--- src/rtl/core/kdsm_pkg.sv ---
// Package for the keypad digit substring matcher.
// Holds widths, register indexes and the keypad class function.
// No dependencies; used by the interfaces and all modules.
package kdsm_pkg;

    // Field and register widths
    localparam int CHAR_W        = 8;
    localparam int DIGITS_W      = 64;
    localparam int LENGTH_W      = 5;
    localparam int TOTAL_W       = 16;
    localparam int CFG_INDEX_W   = 2;
    localparam int CFG_DATA_W    = 64;
    localparam int DIGIT_W       = 4;
    localparam int NUM_KEYS      = 10;
    localparam int MAX_PATTERN_DEFAULT = 16;

    // Configuration register indexes
    typedef enum logic [CFG_INDEX_W-1:0] {
        REG_PATTERN_DIGITS = 2'd0,
        REG_PATTERN_LENGTH = 2'd1
    } cfg_reg_t;

    // Key digit for each letter a..z
    localparam logic [DIGIT_W-1:0] LETTER_KEY [26] = '{
        4'd2, 4'd2, 4'd2, 4'd3, 4'd3, 4'd3, 4'd4, 4'd4, 4'd4,
        4'd5, 4'd5, 4'd5, 4'd6, 4'd6, 4'd6, 4'd7, 4'd7, 4'd7, 4'd7,
        4'd8, 4'd8, 4'd8, 4'd9, 4'd9, 4'd9, 4'd9
    };

    // Bit d set: the character falls in keypad class d
    function automatic logic [NUM_KEYS-1:0] key_classes(input logic [CHAR_W-1:0] c);
        logic [NUM_KEYS-1:0] cls;
        logic [CHAR_W-1:0]   ofs;
        cls = '0;
        ofs = '0;
        if (c >= 8'h30 && c <= 8'h39)
        begin
            ofs = c - 8'h30;
            cls[ofs[3:0]] = 1'b1;
        end
        else if (c == 8'h2B)
        begin
            cls[0] = 1'b1;
        end
        else if (c >= 8'h61 && c <= 8'h7A)
        begin
            ofs = c - 8'h61;
            cls[LETTER_KEY[ofs[4:0]]] = 1'b1;
        end
        else if (c >= 8'h41 && c <= 8'h5A)
        begin
            ofs = c - 8'h41;
            cls[LETTER_KEY[ofs[4:0]]] = 1'b1;
        end
        return cls;
    endfunction

endpackage

--- src/rtl/core/kdsm_if.sv ---
// Handshake channels of the keypad digit substring matcher.
// Character stream, result stream and configuration write channel.
// Depends on kdsm_pkg.
interface kdsm_char_if;
    logic                          valid;
    logic                          ready;
    logic [kdsm_pkg::CHAR_W-1:0]   char_code;
    logic                          is_terminator;
    logic                          ends_record;

    modport source (output valid, char_code, is_terminator, ends_record, input ready);
    modport sink   (input valid, char_code, is_terminator, ends_record, output ready);
endinterface

interface kdsm_result_if;
    logic                          valid;
    logic                          ready;
    logic                          record_matched;
    logic [kdsm_pkg::TOTAL_W-1:0]  matched_total;

    modport source (output valid, record_matched, matched_total, input ready);
    modport sink   (input valid, record_matched, matched_total, output ready);
endinterface

interface kdsm_cfg_if;
    logic                              valid;
    logic                              ready;
    logic [kdsm_pkg::CFG_INDEX_W-1:0]  index;
    logic [kdsm_pkg::CFG_DATA_W-1:0]   data;

    modport source (output valid, index, data, input ready);
    modport sink   (input valid, index, data, output ready);
endinterface

--- src/rtl/core/kdsm_match_unit.sv ---
// Per-position compare of one character against the pattern digits.
// Bit k of eq is set when the character falls in the class of digit k.
// Depends on kdsm_pkg.
module kdsm_match_unit #(
    parameter int MAX_PATTERN = kdsm_pkg::MAX_PATTERN_DEFAULT
) (
    input  logic [kdsm_pkg::CHAR_W-1:0]   char_code,
    input  logic [kdsm_pkg::DIGITS_W-1:0] pattern_digits,
    output logic [MAX_PATTERN-1:0]        eq
);

    logic [kdsm_pkg::NUM_KEYS-1:0] cls;

    assign cls = kdsm_pkg::key_classes(char_code);

    // One class lookup per pattern position; digits above nine never match
    always_comb
    begin
        logic [kdsm_pkg::DIGIT_W-1:0] d;
        d  = '0;
        eq = '0;
        for (int k = 0; k < MAX_PATTERN; k++)
        begin
            d = pattern_digits[k*kdsm_pkg::DIGIT_W +: kdsm_pkg::DIGIT_W];
            if (d <= 4'd9)
            begin
                eq[k] = cls[d];
            end
        end
    end

endmodule

--- src/rtl/core/keypad_digit_substring_matcher.sv ---
// Keypad digit substring matcher: takes one character item per cycle, back to
// back, unless a record-end item waits in the input register for a busy result
// register. Items enter an input register; a shift-and update and a result
// register follow. A result appears only for a terminator item with ends_record
// set; while a result waits, the input keeps flowing up to the next record end.
// The user must load the pattern through the configuration channel while the
// block is idle; the block does not enforce this. No clearing pass after reset.
// Depends on kdsm_pkg, kdsm_if and kdsm_match_unit.
module keypad_digit_substring_matcher #(
    parameter int MAX_PATTERN = kdsm_pkg::MAX_PATTERN_DEFAULT
) (
    input  logic          clk,
    input  logic          rst_n,
    kdsm_cfg_if.sink      cfg,
    kdsm_char_if.sink     char_stream,
    kdsm_result_if.source result_stream
);

    // Configuration registers
    logic [kdsm_pkg::DIGITS_W-1:0] digits_reg;
    logic [kdsm_pkg::LENGTH_W-1:0] length_reg;

    // Input register stage
    logic                        s1_valid_reg;
    logic [kdsm_pkg::CHAR_W-1:0] s1_char_reg;
    logic                        s1_term_reg;
    logic                        s1_ends_reg;

    // Match state
    logic [MAX_PATTERN-1:0]       partial_reg, partial_next;
    logic                         found_reg, found_next;
    logic [kdsm_pkg::TOTAL_W-1:0] count_reg, count_next;

    // Result register
    logic                         out_valid_reg, out_valid_next;
    logic                         out_matched_reg;
    logic [kdsm_pkg::TOTAL_W-1:0] out_total_reg;

    logic                   out_free;
    logic                   s1_rec_end;
    logic                   s1_adv;
    logic                   in_take;
    logic [MAX_PATTERN-1:0] eq;
    logic [MAX_PATTERN-1:0] shifted;
    logic                   hit;

    // Handshake control
    assign out_free          = !out_valid_reg || result_stream.ready;
    assign s1_rec_end        = s1_term_reg && s1_ends_reg;
    assign s1_adv            = s1_valid_reg && (!s1_rec_end || out_free);
    assign char_stream.ready = !s1_valid_reg || s1_adv;
    assign in_take           = char_stream.valid && char_stream.ready;
    assign cfg.ready         = 1'b1;

    // Configuration writes
    always_ff @(posedge clk or negedge rst_n)
    begin
        if (!rst_n)
        begin
            digits_reg <= '0;
            length_reg <= '0;
        end
        else if (cfg.valid)
        begin
            unique case (cfg.index)
                kdsm_pkg::REG_PATTERN_DIGITS: digits_reg <= cfg.data;
                kdsm_pkg::REG_PATTERN_LENGTH: length_reg <= cfg.data[kdsm_pkg::LENGTH_W-1:0];
                default: ;
            endcase
        end
    end

    // Input register
    always_ff @(posedge clk or negedge rst_n)
    begin
        if (!rst_n)
        begin
            s1_valid_reg <= 1'b0;
        end
        else if (char_stream.ready)
        begin
            s1_valid_reg <= char_stream.valid;
        end
    end

    always_ff @(posedge clk)
    begin
        if (in_take)
        begin
            s1_char_reg <= char_stream.char_code;
            s1_term_reg <= char_stream.is_terminator;
            s1_ends_reg <= char_stream.ends_record;
        end
    end

    kdsm_match_unit #(
        .MAX_PATTERN (MAX_PATTERN)
    ) u_match (
        .char_code      (s1_char_reg),
        .pattern_digits (digits_reg),
        .eq             (eq)
    );

    // Shift-and update and pattern-length tap
    always_comb
    begin
        shifted = MAX_PATTERN'({partial_reg, 1'b1});
        hit     = 1'b0;
        for (int k = 0; k < MAX_PATTERN; k++)
        begin
            if (length_reg == kdsm_pkg::LENGTH_W'(k + 1))
            begin
                hit = shifted[k] & eq[k];
            end
        end
    end

    // Next match state
    always_comb
    begin
        partial_next = partial_reg;
        found_next   = found_reg;
        count_next   = count_reg;
        if (s1_adv)
        begin
            if (!s1_term_reg)
            begin
                partial_next = shifted & eq;
                found_next   = found_reg | hit;
            end
            else
            begin
                partial_next = '0;
                if (s1_ends_reg)
                begin
                    found_next = 1'b0;
                    if (found_reg && count_reg != {kdsm_pkg::TOTAL_W{1'b1}})
                    begin
                        count_next = count_reg + 1'b1;
                    end
                end
            end
        end
    end

    always_ff @(posedge clk or negedge rst_n)
    begin
        if (!rst_n)
        begin
            partial_reg <= '0;
            found_reg   <= 1'b0;
            count_reg   <= '0;
        end
        else
        begin
            partial_reg <= partial_next;
            found_reg   <= found_next;
            count_reg   <= count_next;
        end
    end

    // Result register
    always_comb
    begin
        out_valid_next = out_valid_reg && !result_stream.ready;
        if (s1_adv && s1_rec_end)
        begin
            out_valid_next = 1'b1;
        end
    end

    always_ff @(posedge clk or negedge rst_n)
    begin
        if (!rst_n)
        begin
            out_valid_reg <= 1'b0;
        end
        else
        begin
            out_valid_reg <= out_valid_next;
        end
    end

    always_ff @(posedge clk)
    begin
        if (s1_adv && s1_rec_end)
        begin
            out_matched_reg <= found_reg;
            out_total_reg   <= count_next;
        end
    end

    assign result_stream.valid          = out_valid_reg;
    assign result_stream.record_matched = out_matched_reg;
    assign result_stream.matched_total  = out_total_reg;

    // Checks
    a_term_clears: assert property (@(posedge clk) disable iff (!rst_n)
        s1_adv && s1_term_reg |=> partial_reg == '0)
        else $error("partial state not cleared at field end");

    a_rec_end_clears: assert property (@(posedge clk) disable iff (!rst_n)
        s1_adv && s1_rec_end |=> !found_reg && out_valid_reg)
        else $error("record end did not clear found flag or post result");

    a_count_monotonic: assert property (@(posedge clk) disable iff (!rst_n)
        1'b1 |=> count_reg >= $past(count_reg))
        else $error("match count decreased");

    a_zero_len_no_hit: assert property (@(posedge clk) disable iff (!rst_n)
        length_reg == '0 && !found_reg && !(s1_adv && s1_rec_end) |=> !found_reg)
        else $error("zero-length pattern produced a match");

endmodule

--- src/flat_wrapper.sv ---
// flat-port wrapper written by rule: the top's interface ports become plain ports
module keypad_digit_substring_matcher_flat 
#(
    parameter int MAX_PATTERN = kdsm_pkg::MAX_PATTERN_DEFAULT
)
  (clk, rst_n, cfg_valid, cfg_index, cfg_data, cfg_ready, char_stream_valid, char_stream_char_code, char_stream_is_terminator, char_stream_ends_record, char_stream_ready, result_stream_valid, result_stream_record_matched, result_stream_matched_total, result_stream_ready);
  kdsm_cfg_if cfg_i ();
  kdsm_char_if char_stream_i ();
  kdsm_result_if result_stream_i ();
  input  logic clk;
  input  logic rst_n;
  input wire logic [$bits(cfg_i.valid)-1:0] cfg_valid;
  input wire logic [$bits(cfg_i.index)-1:0] cfg_index;
  input wire logic [$bits(cfg_i.data)-1:0] cfg_data;
  output wire logic [$bits(cfg_i.ready)-1:0] cfg_ready;
  input wire logic [$bits(char_stream_i.valid)-1:0] char_stream_valid;
  input wire logic [$bits(char_stream_i.char_code)-1:0] char_stream_char_code;
  input wire logic [$bits(char_stream_i.is_terminator)-1:0] char_stream_is_terminator;
  input wire logic [$bits(char_stream_i.ends_record)-1:0] char_stream_ends_record;
  output wire logic [$bits(char_stream_i.ready)-1:0] char_stream_ready;
  output wire logic [$bits(result_stream_i.valid)-1:0] result_stream_valid;
  output wire logic [$bits(result_stream_i.record_matched)-1:0] result_stream_record_matched;
  output wire logic [$bits(result_stream_i.matched_total)-1:0] result_stream_matched_total;
  input wire logic [$bits(result_stream_i.ready)-1:0] result_stream_ready;
  assign cfg_i.valid = cfg_valid;
  assign cfg_i.index = cfg_index;
  assign cfg_i.data = cfg_data;
  assign cfg_ready = cfg_i.ready;
  assign char_stream_i.valid = char_stream_valid;
  assign char_stream_i.char_code = char_stream_char_code;
  assign char_stream_i.is_terminator = char_stream_is_terminator;
  assign char_stream_i.ends_record = char_stream_ends_record;
  assign char_stream_ready = char_stream_i.ready;
  assign result_stream_valid = result_stream_i.valid;
  assign result_stream_record_matched = result_stream_i.record_matched;
  assign result_stream_matched_total = result_stream_i.matched_total;
  assign result_stream_i.ready = result_stream_ready;
  keypad_digit_substring_matcher #(.MAX_PATTERN(MAX_PATTERN)) u_core (.clk(clk), .rst_n(rst_n), .cfg(cfg_i), .char_stream(char_stream_i), .result_stream(result_stream_i));
endmodule
--- config.mk ---
export PLATFORM = sky130hd
export DESIGN_NAME = keypad_digit_substring_matcher_flat
export DESIGN_NICKNAME = d
export VERILOG_FILES = /design/src/rtl/core/kdsm_pkg.sv /design/src/rtl/core/kdsm_if.sv /design/src/rtl/core/kdsm_match_unit.sv /design/src/rtl/core/keypad_digit_substring_matcher.sv /design/src/flat_wrapper.sv
export SDC_FILE = /design/constraint.sdc
export NUM_CORES = 1
export LEC_CHECK = 0
export BUFFER_PORTS_ARGS = -buffer_cell sky130_fd_sc_hd__buf_4
export CAP_MARGIN = 40
export CORE_ASPECT_RATIO = 2
export CORE_UTILIZATION = 30
export CTS_CLUSTER_SIZE = 40
export DETAILED_ROUTE_END_ITERATION = 10
export GPL_ROUTABILITY_DRIVEN = 1
export PLACE_DENSITY = 0.46
export SLEW_MARGIN = 20
export SYNTH_ARGS = -nofsm -noshare
export SYNTH_HDL_FRONTEND = slang
export SYNTH_SLANG_ARGS = --single-unit
--- constraint.sdc ---
create_clock -name clk -period 12.2 [get_ports clk]
set_clock_uncertainty 0.1 [all_clocks]
set_input_delay 0.61 -clock clk [delete_from_list [all_inputs] [get_ports clk]]
set_output_delay 0.61 -clock clk [all_outputs]
set_load 0.02 [all_outputs]
Word-level counts from Yosys, hierarchy flattened
Memories as Yosys holds them, arrays and structs flattened.
Index checks and enable logic that the tools add are counted.
{ "totals": {"inputBits": 81, "latchBits": 0, "ram_bits": 0, "output_inout_bits": 20, "elab_cells": 213, "romBits": 256, "mem_count": 2, "ff_bits": 130} }
{ "mem_list": {"columns": ["memory", "words", "width", "rd", "rd_clocked_by_memory_dff", "write_ports", "line_no", "text"], "rows": [
  ["(no name shown)", 32, 4, 1, 0, 0, "kdsm_pkg.sv:53", "cls[LETTER_KEY[ofs[4:0]]] = 1'b1;"],
  ["(no name shown)", 32, 4, 1, 0, 0, "kdsm_pkg.sv:48", "cls[LETTER_KEY[ofs[4:0]]] = 1'b1;"]
]} }
{ "classes": {"n_bitwise": 19, "n_reduce_logical": 23, "multipliers": 0, "shifts": 0, "div_mod_pow": 0, "n_eq_ne": 20, "n_addsub": 4, "muxes": 87, "magnitude_cmp": 46} }
{ "ops": {"columns": ["cell", "n"], "rows": [
  ["4-bit by 5-bit less-than comparator with 1-bit output, second input constant", 19],
  ["1-bit binary-select mux with 4-bit select", 16],
  ["4-bit less-or-equal comparator, second input constant", 16],
  ["16-bit 2-to-1 mux", 4],
  ["1-bit 2-to-1 mux", 55],
  ["5-bit by 4-bit equality test with 1-bit output, second input constant", 8],
  ["10-bit 2-to-1 mux", 3],
  ["5-bit by 3-bit equality test with 1-bit output, second input constant", 4],
  ["16-bit by 1-bit adder with 16-bit output, second input constant", 1],
  ["8-bit by 7-bit >= comparator with 1-bit output, second input constant", 2],
  ["8-bit by 7-bit less-or-equal comparator with 1-bit output, second input constant", 2],
  ["4-bit 2-to-1 mux", 4],
  ["16-bit inequality test, second input constant", 1],
  ["1-bit bitwise AND", 15],
  ["15-bit bitwise AND", 1],
  ["15-bit 2-to-1 mux", 1],
  ["1-bit demux with 4-bit select", 3],
  ["4-bit by 1-bit >= comparator with 1-bit output, second input constant", 3],
  ["6-bit >= comparator, second input constant", 2],
  ["1-bit logical AND", 12],
  ["5-bit inverter with 6-bit output", 2],
  ["5-bit by 2-bit equality test with 1-bit output, second input constant", 2],
  ["5-bit by 1-bit subtractor with 5-bit output, second input constant", 2],
  ["9-bit 2-to-1 mux", 1],
  ["other kinds (13)", 20]
]} }

Logic depth before layout (Yosys ltp)
{ "logic_depth": {"ltp_word": 34, "depth_mapped": 18, "depth_no_buf": 15} }

Hierarchy
From an unflattened synthesis, not the netlist that was laid out.
{ "unflattened": {"hier_cells": 684, "hier_area_um2": 7453.4} }
{ "modules_own_cells": {"columns": ["module", "cells_per_inst", "n_inst", "area_per_inst_um2", "seq_area_each_um2"], "rows": [
  ["keypad_digit_substring_matcher", 357, 1, 5172.5, 3388.2],
  ["kdsm_match_unit", 327, 1, 2280.9, 0.0]
]} }

Least setup slack after synthesis
OpenSTA, ideal clock, no wires.
{ "synth_timing": {"path_type": "register -> register", "from": "register u_core.s1_char_reg[0] (netlist name)", "to": "register u_core.found_reg", "path_stages_with_launch": 18, "arrival_time_ps": 3737, "n_path_buf": 2, "required_time_ps": 12024, "path_slack_ps": 8287, "synth_period_minus_slack_ps": 3913, "setup_ps": 76, "cell_sequence": "edfxtp_1 > inv_1 > ha_1 > inv_1 > ha_1 > clkbuf_1 > or2_2 > or3_1 > a211oi_4 > a32oi_1 > buf_2 > nand3_1 > o21ai_1 > a311o_1 > o311a_1 > nor3_1 > nand3_1 > o21ai_1"} }
{ "synth_via": {"elab_chain_len": 34, "elab_cells_between_ends": 122, "cone_classes": "3 x add/sub; 12 x order compare; 1 x eq/ne; 80 x mux; 18 x bitwise; 6 x reduce/logical; 2 x memory"} }
{ "synth_rtl": {"columns": ["item", "line_no", "text"], "rows": [
  ["start, declared", "keypad_digit_substring_matcher.sv:25", "logic [kdsm_pkg::CHAR_W-1:0] s1_char_reg;"],
  ["start signal, assigned", "keypad_digit_substring_matcher.sv:90", "s1_char_reg <= char_stream.char_code;"],
  ["5-bit by 1-bit subtractor with 5-bit output", "kdsm_pkg.sv:47, kdsm_pkg.sv:52", null],
  ["5-bit inverter with 6-bit output (implied by the code)", "kdsm_pkg.sv:48, kdsm_pkg.sv:53", null],
  ["memory 32 x 4 bit", null, null],
  ["4-bit 2-to-1 mux (implied by the code) (2 in series)", "kdsm_pkg.sv:53", null],
  ["4-bit by 5-bit less-than comparator with 1-bit output (implied by the code) / 4-bit by 1-bit >= comparator with 1-bit output (equally long branches)", "kdsm_pkg.sv:53", null],
  ["1-bit logical AND (implied by the code)", "kdsm_pkg.sv:53", null],
  ["1-bit 2-to-1 mux (implied by the code)", "kdsm_pkg.sv:53", null],
  ["1-bit demux with 4-bit select", "kdsm_pkg.sv:53", null],
  ["[... 4 more ...]", null, null],
  ["1-bit binary-select mux with 4-bit select", "kdsm_match_unit.sv:27", "eq[k] = cls[d];"],
  ["1-bit 2-to-1 mux (implied by the code)", "kdsm_match_unit.sv:27", null],
  ["1-bit 2-to-1 mux", "kdsm_match_unit.sv:25", "if (d <= 4'd9)"],
  ["1-bit 2-to-1 mux / 1-bit bitwise AND (equally long branches)", "keypad_digit_substring_matcher.sv:111, keypad_digit_substring_matcher.sv:113", null],
  ["1-bit 2-to-1 mux (14 in series)", "keypad_digit_substring_matcher.sv:111", "if (length_reg == kdsm_pkg::LENGTH_W'(k + 1))"],
  ["1-bit 2-to-1 mux *", "keypad_digit_substring_matcher.sv:111", null],
  ["1-bit bitwise OR *", "keypad_digit_substring_matcher.sv:129", "found_next = found_reg | hit;"],
  ["1-bit 2-to-1 mux *", "keypad_digit_substring_matcher.sv:126", "if (!s1_term_reg)"],
  ["end signal, assigned", "keypad_digit_substring_matcher.sv:157", "found_reg <= found_next;"],
  ["end, declared", "keypad_digit_substring_matcher.sv:31", "logic found_reg, found_next;"]
]} }
Mark *: on every way between the ends. The rest lies on a longest branch, timed or not. The select of a mux whose other input is x is not followed.
A chain may end at the register's enable or synchronous reset.

Worst setup path in the final report
Same ends and word-level chain as after synthesis.

==> results by group <==
Outcome
  • Outcome: completed

Critical path
  • Req. time, crit path: 12.46 ns
  • Top cell by count, worst path: o21ai_1
  • FF-to-FF path depth: 12
  • Cell chain of the critical path: inv_1 > ha_1 > or3b_1 > a311oi_4 > nand2_1 > o21ai_1 > mux4_2 > nor2b_1 > nor4_1 > o21a_1 > a31oi_1 > o21ai_1
  • Critical Path AT: 5.15 ns
  • Critical path endpoint category: flop
  • Startpoint types: flop
  • Crit path largest cell delay: 0.73 ns
  • Slowest cell on crit path: a311oi_4
  • R2R Setup Slk: 7.32 ns
  • Worst R2R End: u_core.found_reg
  • Critical R2R Launch: u_core.s1_char_reg[0]
  • Setup CP Type: flop to flop
  • Largest fanout on the critical path: 17

STA
  • Period utilization: 40.0%
  • Slew @ Worst Pin: 0.879 ns
  • Final-report hold violation count: 0
  • Fmax achieved: 0.205 GHz
  • Setup violators final: 0
  • Hold WS: 0.0421 ns
  • Slew margin rel.: 41.4%
  • Setup ws final: 7.32 ns
  • Min cycle time layout: 4.88 ns
  • RSZ-0062 raised after global routing: false
  • Final slew viol count: 0
  • Setup TNS: 0 ns

Placement
  • Place WS: 7.34 ns
  • Port Buf Inserts: 99
  • Placed cell areas: 0.00895 mm^2
  • Hpwl dp: 20,200 um
  • RePlAce Congestion: 0.878

Synthesis
  • Most common cell in the netlist: dfrtp_1
  • Post-synth EDFFs: 27
  • FFs w/ async S/R, synth: 79.2%
  • Synth cell types: 90
  • Post-Syn Area: 0.00789 mm^2
  • Syn Nets: 880
  • Leading area contributor after synthesis: dfrtp_1
  • Main area contributors after synthesis: dfrtp_1, edfxtp_1, mux2_2
  • Sequential area share after synthesis: 43.0%
  • Dominant synthesized flop cell: dfrtp_1
  • Post-synth top cells: dfrtp_1, nand2_1, mux2_2
  • Syn avg cell area: 9.96 um^2
  • Cells after Synth: 792
  • YS warnings: 0
  • Area share of the largest cell type after synthesis: 32.7%
  • Synthesis-stage register bit count: 130

Power
  • Worst IR Drop VDD: 83.4 uV
  • Switch share: 32.3%
  • Clock power share: 37.0%
  • Logic gate share of total power: 19.1%
  • Power Density: 142 mW/mm^2
  • Internal power: 0.915 mW
  • Seq pwr share: 43.9%
  • LEAKAGE: 3.81 nW
  • Switching pwr: 0.437 mW

CTS
  • Root Driver: clkbuf_16
  • Clock Latency Late Sink: 0.44 ns
  • Clock Sinks: 130
  • H-tree depth: 4
  • Worst-path clk slew: 0.06 ns
  • Clock buffer count from CTS: 17
  • Post-CTS Hold Buffers: 0
  • TritonCTS clock tree: done
  • Post-cts sizing count: 0
  • Clk buf depth: 2
  • Setup bufs post-CTS: 0

Floorplanning
  • Die Wd: 117 um
  • Initial Util: 30.6%
  • Core area: 0.0258 mm^2
  • # IOs: 101
  • Row count: 83
  • Die extent in y: 231 um
  • DIE AREA: 0.0270 mm^2

Routing
  • Routed Antenna Nets: 0
  • Drt first pass iters: 5
  • DRT iter0 DRCs: 396
  • DRT Wirelength: 26,400 um
  • DRC: 0
  • Via-per-instance ratio: 5.55
  • Via count: 6,792
  • DR WL/cell: 21.5 um

Global route
  • First-pass GRT wire length: 40,700 um
  • GR Util All Layers: 20.8%
  • Vias in the first global route: 7,121
  • Grt ovf: 0
  • Pin count of the biggest net entering global routing: 58
  • Initial antenna violation count: 0

Layout
  • Antenna Cells: 0
  • Largest register FFs: 64
  • Post-Route Utilization: 37.0%
  • Final instance area: 0.00953 mm^2
  • Area grow syn2layout: 20.7%
  • Share of layout cells above drive strength 1: 26.8%
  • Fin nets: 959
  • Fillers: 2,686

Run
  • Max_cap viols: 0

Min path
  • HP Class: input port to asynchronous set/reset pin
## critical path, delay by kind of cell (launching register included)
kind                       cells  cell delay [ns]
muxes                          1             0.36
AOI/OAI and AO/OA              5             1.80
adders and majority gates      1             0.47
DFF                            1             0.55
buffers and inverters          1             0.18
and+or+nand+nor                4             1.35
## cells by family (layout without fill, tap and decap cells)
family          Yosys count  after routing  share of synthesized area (%)
simple gates            283            283                           19.2
compound gates          197            197                           18.8
flops                   130            130                           43.0
mux                      82             82                           11.9
buf+inv                  75            167                           4.14
xor+xnor                 17             17                           1.89
fa+ha+maj                 7              7                           1.11
other cells               1              1                         0.0475
## metal layers
metal,part of all wire (%),vias up,track usage [%]
met5,0,-,0
met4,7.4,0,15.7
met3,3.5,94,3.87
met2,56,210,39.0
met1,33,3350,19.1
li1,-,3138,-
## cell type report
| cell class | count | area [um^2] | area share [%] |
|---|---|---|---|
| clock inverters | 14 | 123 | 1.29 |
| inverters | 25 | 93.8 | 0.985 |
| flip-flops and latches | 130 | 3390 | 35.6 |
| clock buffers | 18 | 450 | 4.73 |
| multi-input cells | 587 | 4180 | 43.9 |
| well taps | 340 | 425 | 4.47 |
| repair buffers | 110 | 866 | 9.09 |
## worst max path at each step
stage                          start  slack [ns]  cells past startpoint               end
2_1_floorplan  u_core.s1_char_reg[0]        8.29                     17  u_core.found_reg
3_3_place_gp   u_core.s1_char_reg[1]        7.42                     12  u_core.found_reg
3_5_place_dp   u_core.s1_char_reg[1]        7.34                     12  u_core.found_reg
4_1_cts        u_core.s1_char_reg[1]        7.33                     12  u_core.found_reg
5_1_grt        u_core.s1_char_reg[1]        6.96                     12  u_core.found_reg
6_report       u_core.s1_char_reg[0]        7.32                     12  u_core.found_reg
## cells in the final DEF, fill, tap and decap left out, drive strengths merged, types with 23 or more instances in the layout
master / count
nand3: 36
a21oi: 23
nand2: 73
mux2: 62
nor2: 41
dfrtp: 103
nor3: 25
o21ai: 49
edfxtp: 27
buf: 109
inv: 32
## power by group through the flow
stage | sequential [mW] | combinational (mW) | clock, mW
after CTS | 0.594 | 0.260 | 0.521
final | 0.594 | 0.258 | 0.500
after global placement | 0.602 | 0.256 | 0
after detailed placement | 0.602 | 0.259 | 0
after global routing | 0.604 | 0.284 | 0.534
after floorplan | 0.537 | 0.215 | 0
## metrics by stage
| stage | power (mW) | std cells |
|---|---|---|
| after floorplan | 0.752 | 792 |
| after global placement | 0.858 | 1186 |
| after detailed placement | 0.861 | 1192 |
| after CTS | 1.38 | 1224 |
| after global routing | 1.42 | 1224 |
| final | 1.35 | 1224 |
Power figures use the tool's default switching activity.
